--- src/hdl/rsch_pkg.sv ---
// shared types and constants for the ray closest-hit block
`timescale 1ns / 1ps
package rsch_pkg;

  localparam logic       ACT_LOAD    = 1'b0;
  localparam logic       ACT_CAST    = 1'b1;
  localparam logic [1:0] KIND_EMPTY  = 2'd0;
  localparam logic [1:0] KIND_SPHERE = 2'd1;
  localparam logic [1:0] KIND_PLANE  = 2'd2;
  localparam logic [1:0] KIND_RSVD   = 2'd3;
  localparam int         CFG_OBJECT_COUNT = 0;
  localparam logic [30:0] DIST_MAX   = 31'h7FFF_FFFF;

  // one scene entry as held in the table memory
  typedef struct packed {
    logic [1:0]         kind;
    logic signed [31:0] vx;
    logic signed [31:0] vy;
    logic signed [31:0] vz;
    logic signed [31:0] scalar;
  } entry_t;

  // request to the shared iterative math unit
  typedef struct packed {
    logic        sqrt_go;
    logic        div_go;
    logic [63:0] radicand;
    logic [62:0] numer;
    logic [31:0] denom;
  } math_req_t;

  typedef struct packed {
    logic        busy;
    logic        done;
    logic [31:0] root;
    logic [30:0] quot;
  } math_rsp_t;

  function automatic logic signed [31:0] sat32(input logic signed [65:0] v);
    if (v > 66'sd2147483647)       sat32 = 32'sh7FFF_FFFF;
    else if (v < -66'sd2147483648) sat32 = 32'sh8000_0000;
    else                           sat32 = v[31:0];
  endfunction

endpackage

--- src/hdl/rsch_math.sv ---
// shared iterative unit: 64-bit integer square root and saturating divide
`timescale 1ns / 1ps
module rsch_math
  import rsch_pkg::*;
#(
  parameter int FRAC_BITS = 16
) (
  input  logic      clk,
  input  logic      rst_n,
  input  math_req_t req,
  output math_rsp_t rsp
);

  localparam logic [1:0] M_IDLE = 2'd0;
  localparam logic [1:0] M_SQRT = 2'd1;
  localparam logic [1:0] M_DIV  = 2'd2;
  localparam int QW = 32 + FRAC_BITS + 1;

  logic [1:0]  st_r, st_nxt;
  logic [6:0]  cnt_r, cnt_nxt;
  logic        done_r, done_nxt;
  logic [63:0] x_r, x_nxt;
  logic [63:0] res_r, res_nxt;
  logic [63:0] bit_r, bit_nxt;
  logic [63:0] rem_r, rem_nxt;
  logic [QW-1:0] q_r, q_nxt;
  logic [31:0] den_r, den_nxt;
  logic [63:0] trial, rem_sh;

  always_comb begin
    st_nxt = st_r; cnt_nxt = cnt_r; done_nxt = 1'b0;
    x_nxt = x_r; res_nxt = res_r; bit_nxt = bit_r;
    rem_nxt = rem_r; q_nxt = q_r; den_nxt = den_r;
    trial  = res_r + bit_r;
    rem_sh = {rem_r[62:0], q_r[QW-1]};
    unique case (st_r)
      M_IDLE: begin
        if (req.sqrt_go) begin
          st_nxt = M_SQRT; x_nxt = req.radicand; res_nxt = '0;
          bit_nxt = 64'h4000_0000_0000_0000; cnt_nxt = 7'd32;
        end else if (req.div_go) begin
          st_nxt = M_DIV; rem_nxt = '0; den_nxt = req.denom;
          cnt_nxt = 7'(QW);
          q_nxt = req.numer[QW-FRAC_BITS-1:0] << FRAC_BITS;
        end
      end
      M_SQRT: begin
        // one result bit per cycle
        if (x_r >= trial) begin
          x_nxt = x_r - trial; res_nxt = (res_r >> 1) + bit_r;
        end else begin
          res_nxt = res_r >> 1;
        end
        bit_nxt = bit_r >> 2;
        cnt_nxt = cnt_r - 7'd1;
        if (cnt_r == 7'd1) begin
          st_nxt = M_IDLE; done_nxt = 1'b1;
        end
      end
      M_DIV: begin
        // restoring divide, one quotient bit per cycle
        if (rem_sh >= {32'd0, den_r}) begin
          rem_nxt = rem_sh - {32'd0, den_r};
          q_nxt = {q_r[QW-2:0], 1'b1};
        end else begin
          rem_nxt = rem_sh;
          q_nxt = {q_r[QW-2:0], 1'b0};
        end
        cnt_nxt = cnt_r - 7'd1;
        if (cnt_r == 7'd1) begin
          st_nxt = M_IDLE; done_nxt = 1'b1;
        end
      end
      default: st_nxt = M_IDLE;
    endcase
  end

  always_ff @(posedge clk) begin
    if (!rst_n) begin
      st_r <= M_IDLE; cnt_r <= '0; done_r <= 1'b0;
    end else begin
      st_r <= st_nxt; cnt_r <= cnt_nxt; done_r <= done_nxt;
    end
    x_r <= x_nxt; res_r <= res_nxt; bit_r <= bit_nxt;
    rem_r <= rem_nxt; q_r <= q_nxt; den_r <= den_nxt;
  end

  assign rsp.busy = (st_r != M_IDLE);
  assign rsp.done = done_r;
  assign rsp.root = res_r[31:0];
  assign rsp.quot = (|q_r[QW-1:31]) ? DIST_MAX : q_r[30:0];

endmodule

--- config.mk ---
export PLATFORM = sky130hd
export DESIGN_NAME = rsch_math
export DESIGN_NICKNAME = d
export VERILOG_FILES = /design/src/hdl/rsch_pkg.sv /design/src/hdl/rsch_math.sv
export SDC_FILE = /design/constraint.sdc
export NUM_CORES = 1
export LEC_CHECK = 0
export ABC_AREA = 1
export CAP_MARGIN = 20
export CORE_MARGIN = 10
export CORE_UTILIZATION = 50
export CTS_CLUSTER_DIAMETER = 120
export DETAILED_ROUTE_END_ITERATION = 16
export DONT_BUFFER_PORTS = 1
export PLACE_DENSITY_LB_ADDON = 0.1
export SYNTH_ARGS = -nofsm -noshare
export SYNTH_HDL_FRONTEND = slang
export SYNTH_SLANG_ARGS = --single-unit
--- constraint.sdc ---
create_clock -name clk -period 9.4 [get_ports clk]
set_input_delay 0 -clock clk [delete_from_list [all_inputs] [get_ports clk]]
set_output_delay 0 -clock clk [all_outputs]
set_load 0.03 [all_outputs]
==> summary.md <==
| Metric | Value |
|---|---|
| Status | completed |
| Global Route Usage Sum | 29.1% |
| DRT Pass-1 Iters | 8 |
| Fmax achieved | 0.152 GHz |
| Worst Hold Class | in -> reg |
| Fillers | 6313 |
| H-tree level count | 2 |
| Vias per Instance | 5.34 |
| Nets@finish | 5362 |
| Vias in the first global route | 28.9k |
| P_leak | 17.1 nW |
| Top FF cell, synth | edfxtp_1 |
| Post-synth cell types | 47 |
| Clock skew | 0.0173 ns |
| Drt first-iter violations | 2886 |
| Synthesized area per cell | 6.22 µm² |
| Final HPWL DP | 84800 µm |
| Post-CTS Resized | 0 |
| Critical Path AT | 6.78 ns |
| #FFs+latches synth | 314 |
| Hold buffer count at cts | 133 |
| Clock Tree Buf Depth | 3 |
| RSZ-0062 raised after global routing | no |
| Clock share of power | 21.8% |
| Pint | 0.00427 W |
| Peak supply drop | 0.000160 V |
| CTS Buf Count | 41 |
| Net Sw Frac | 48.0% |
| CP Class | reg -> reg |
| GRT Residual Overflow | 0 |
| Largest net degree at the start of global routing | 103 |
| Setup bufs post-CTS | 0 |
| Ratio of cells with drive above 1 in the final layout | 2.17% |
| Die width | 269 µm |
| Max-cap violations | 0 |
| Slew HR | 27.9% |
| PwrDens | 241 mW/mm² |
| Root buffer cell | clkbuf_16 |
| Synthesized net count | 5292 |
| Core area | 0.0614 mm² |
| Crit path launch type | register |
| Post-Syn Area | 0.0309 mm² |
| Yosys synthesis warning count | 0 |
| Worst-Margin Slew | 1.08 ns |
| Gpl congestion | 0.995 |
| Setup_tns | 0 ns |
| Setup violation total in the final timing report | 0 |
| Required @ worst endpoint | 9.61 ns |
| Port bufs | 0 |
| Critical path capture point type | register |
| Max Slew Vio Count | 0 |
| Hold slack | 0.0358 ns |
| Starting density of the core | 50.3% |
| Largest cells by area after synthesis | edfxtp_1 30%, nand2_1 23%, inv_1 11%, ha_1 6.8%, nor2_1 5.5% |
| Area leader, netlist | edfxtp_1 |
| Final period util | 69.8% |
| DRC | 0 |
| Avg WL per Cell | 18.4 µm |
| CTS tree | yes |
| Hold Vio Cnt, Final | 0 |
| Drt total wl | 108000 µm |
| Layout area overhead | 10.6% |
| Sequential area share after synthesis | 30.2% |
| ANT nets after route | 0 |
| Clock transition at path regs | 0.06 ns |
| Synth top area share | 29.6% |
| Vias | 31.3k |
| Most frequent cells in the layout | 1904 x nand2_1, 861 x inv_1, 451 x nor2_1 |
| Net switching power | 0.00394 W |
| Post-synth EDFFs | 304 |
| Sequential power share | 26.8% |
| Initial antenna violation count | 1 |
| CP max FO | 64 |
| Std cell rows | 91 |
| Most common cell after layout, fill and taps aside | nand2_1 |
| First-pass GRT wire length | 162000 µm |
| Asr flop ratio synth | 0% |
| Period minus WS final | 6.57 ns |
| Combinational share of power | 51.4% |
| Worst-Skew Late Latency | 0.60 ns |
| IO Count | 228 |
| Full die area | 0.0721 mm² |
| Cells after synthesis | 4960 |
| Clk sinks | 314 |
| Chip height | 269 µm |
-- metrics by stage --
stage	total power, W	worst slack (ns)	instance area [µm²]	std cells	util (%)
final	0.00821	2.83	34100	5854	55.6
after global routing	0.00878	2.45	34100	5854	55.6
after CTS	0.00814	2.93	34100	5853	55.6
after detailed placement	0.00628	2.96	31300	5644	51.0
after global placement	0.00625	3.02	31300	5644	51.0
after floorplan	0.00514	1.80	30900	4960	-
-- synth_stat cells, types with 5 or more instances --
| master | number |
|---|---|
| nor3_1 | 58 |
| buf_4 | 37 |
| xnor2_1 | 91 |
| nor2_2 | 6 |
| nand3b_1 | 31 |
| ha_1 | 167 |
| buf_6 | 11 |
| a31oi_1 | 5 |
| xor2_1 | 50 |
| buf_2 | 28 |
| edfxtp_1 | 304 |
| o21ai_0 | 184 |
| nand2_1 | 1904 |
| nand4_1 | 49 |
| o21ai_1 | 14 |
| clkbuf_1 | 38 |
| dfxtp_1 | 10 |
| o21bai_1 | 25 |
| nor2_1 | 452 |
| o21a_1 | 5 |
| a21oi_1 | 248 |
| and2_1 | 13 |
| nand3_1 | 310 |
| nor4_1 | 12 |
| inv_1 | 864 |
-- sequential cells by signal (all words and copies together), names as in the netlist, 2 cells and up --
register,count
res_r,64
x_r,64
rem_r,63
q_r,49
bit_r,32
den_r,32
cnt_r,7
st_r,2
-- power groups by stage --
stage | Clock [W] | Sequential [W] | Combinational [W]
global placement | 0 | 0.00221 | 0.00404
CTS | 0.00182 | 0.00219 | 0.00413
detailed placement | 0 | 0.00221 | 0.00406
global route | 0.00187 | 0.00222 | 0.00469
finish | 0.00179 | 0.00220 | 0.00422
floorplan | 0 | 0.00202 | 0.00312
-- cell families after synthesis --
| kind of cell | count (synthesis) | synth area share (%) |
|---|---|---|
| xor+xnor | 141 | 4.00 |
| fa+ha+maj | 169 | 6.90 |
| flops | 314 | 30.2 |
| compound gates | 499 | 8.55 |
| simple gates | 2855 | 37.6 |
| buf+inv | 982 | 12.8 |
-- layer usage --
metal  up-vias  GRT usage (%)  routed length, µm
met5         -              0                  0
met4         0           8.36               3110
met3       173           3.30               7530
met2      1064           45.7              47100
met1     14293           41.6              50200
li1      15751              -                  -
-- worst paths after layout --
path,slack (ns),cells after the start,endpoint,start
min,0.04,1,den_r[3],req[3]
min reg2reg,0.48,2,st_r[1],st_r[1]
max reg2reg,2.83,21,x_r[2],res_r[6]
max,2.83,21,x_r[2],res_r[6]
-- worst max-delay path, cell delays in order (launching register included) --
cell and delay [ns]:
edfxtp_1 0.69, ha_1 0.51, nand2_1 0.11, o21ai_0 0.26, a21oi_1 0.11, o21ai_0 0.44, nand2_1 0.11, nand2_1 0.20
nand3_1 0.10, nand2_1 0.11, xor2_1 0.32, ha_1 0.30, nand2_1 0.14, nor2_2 0.20, nand2_1 0.13, nor2_4 0.13
and3_1 0.23, nand2_4 0.35, nand2_4 0.59, o21ai_0 0.19, inv_2 0.10, buf_4 0.72
-- layout make-up --
cell class	count	area (µm²)	share of cell area (%)
Multi-Input combinational cell	3664	17600	51.7
Antenna cell	1	2.50	0.00733
Sequential cell	314	9330	27.3
Clock inverter	31	473	1.39
Inverter	865	3250	9.52
Timing Repair Buffer	144	1410	4.14
Tap cell	790	988	2.89
Clock buffer	45	1040	3.05
Power figures use the tool's default switching activity.
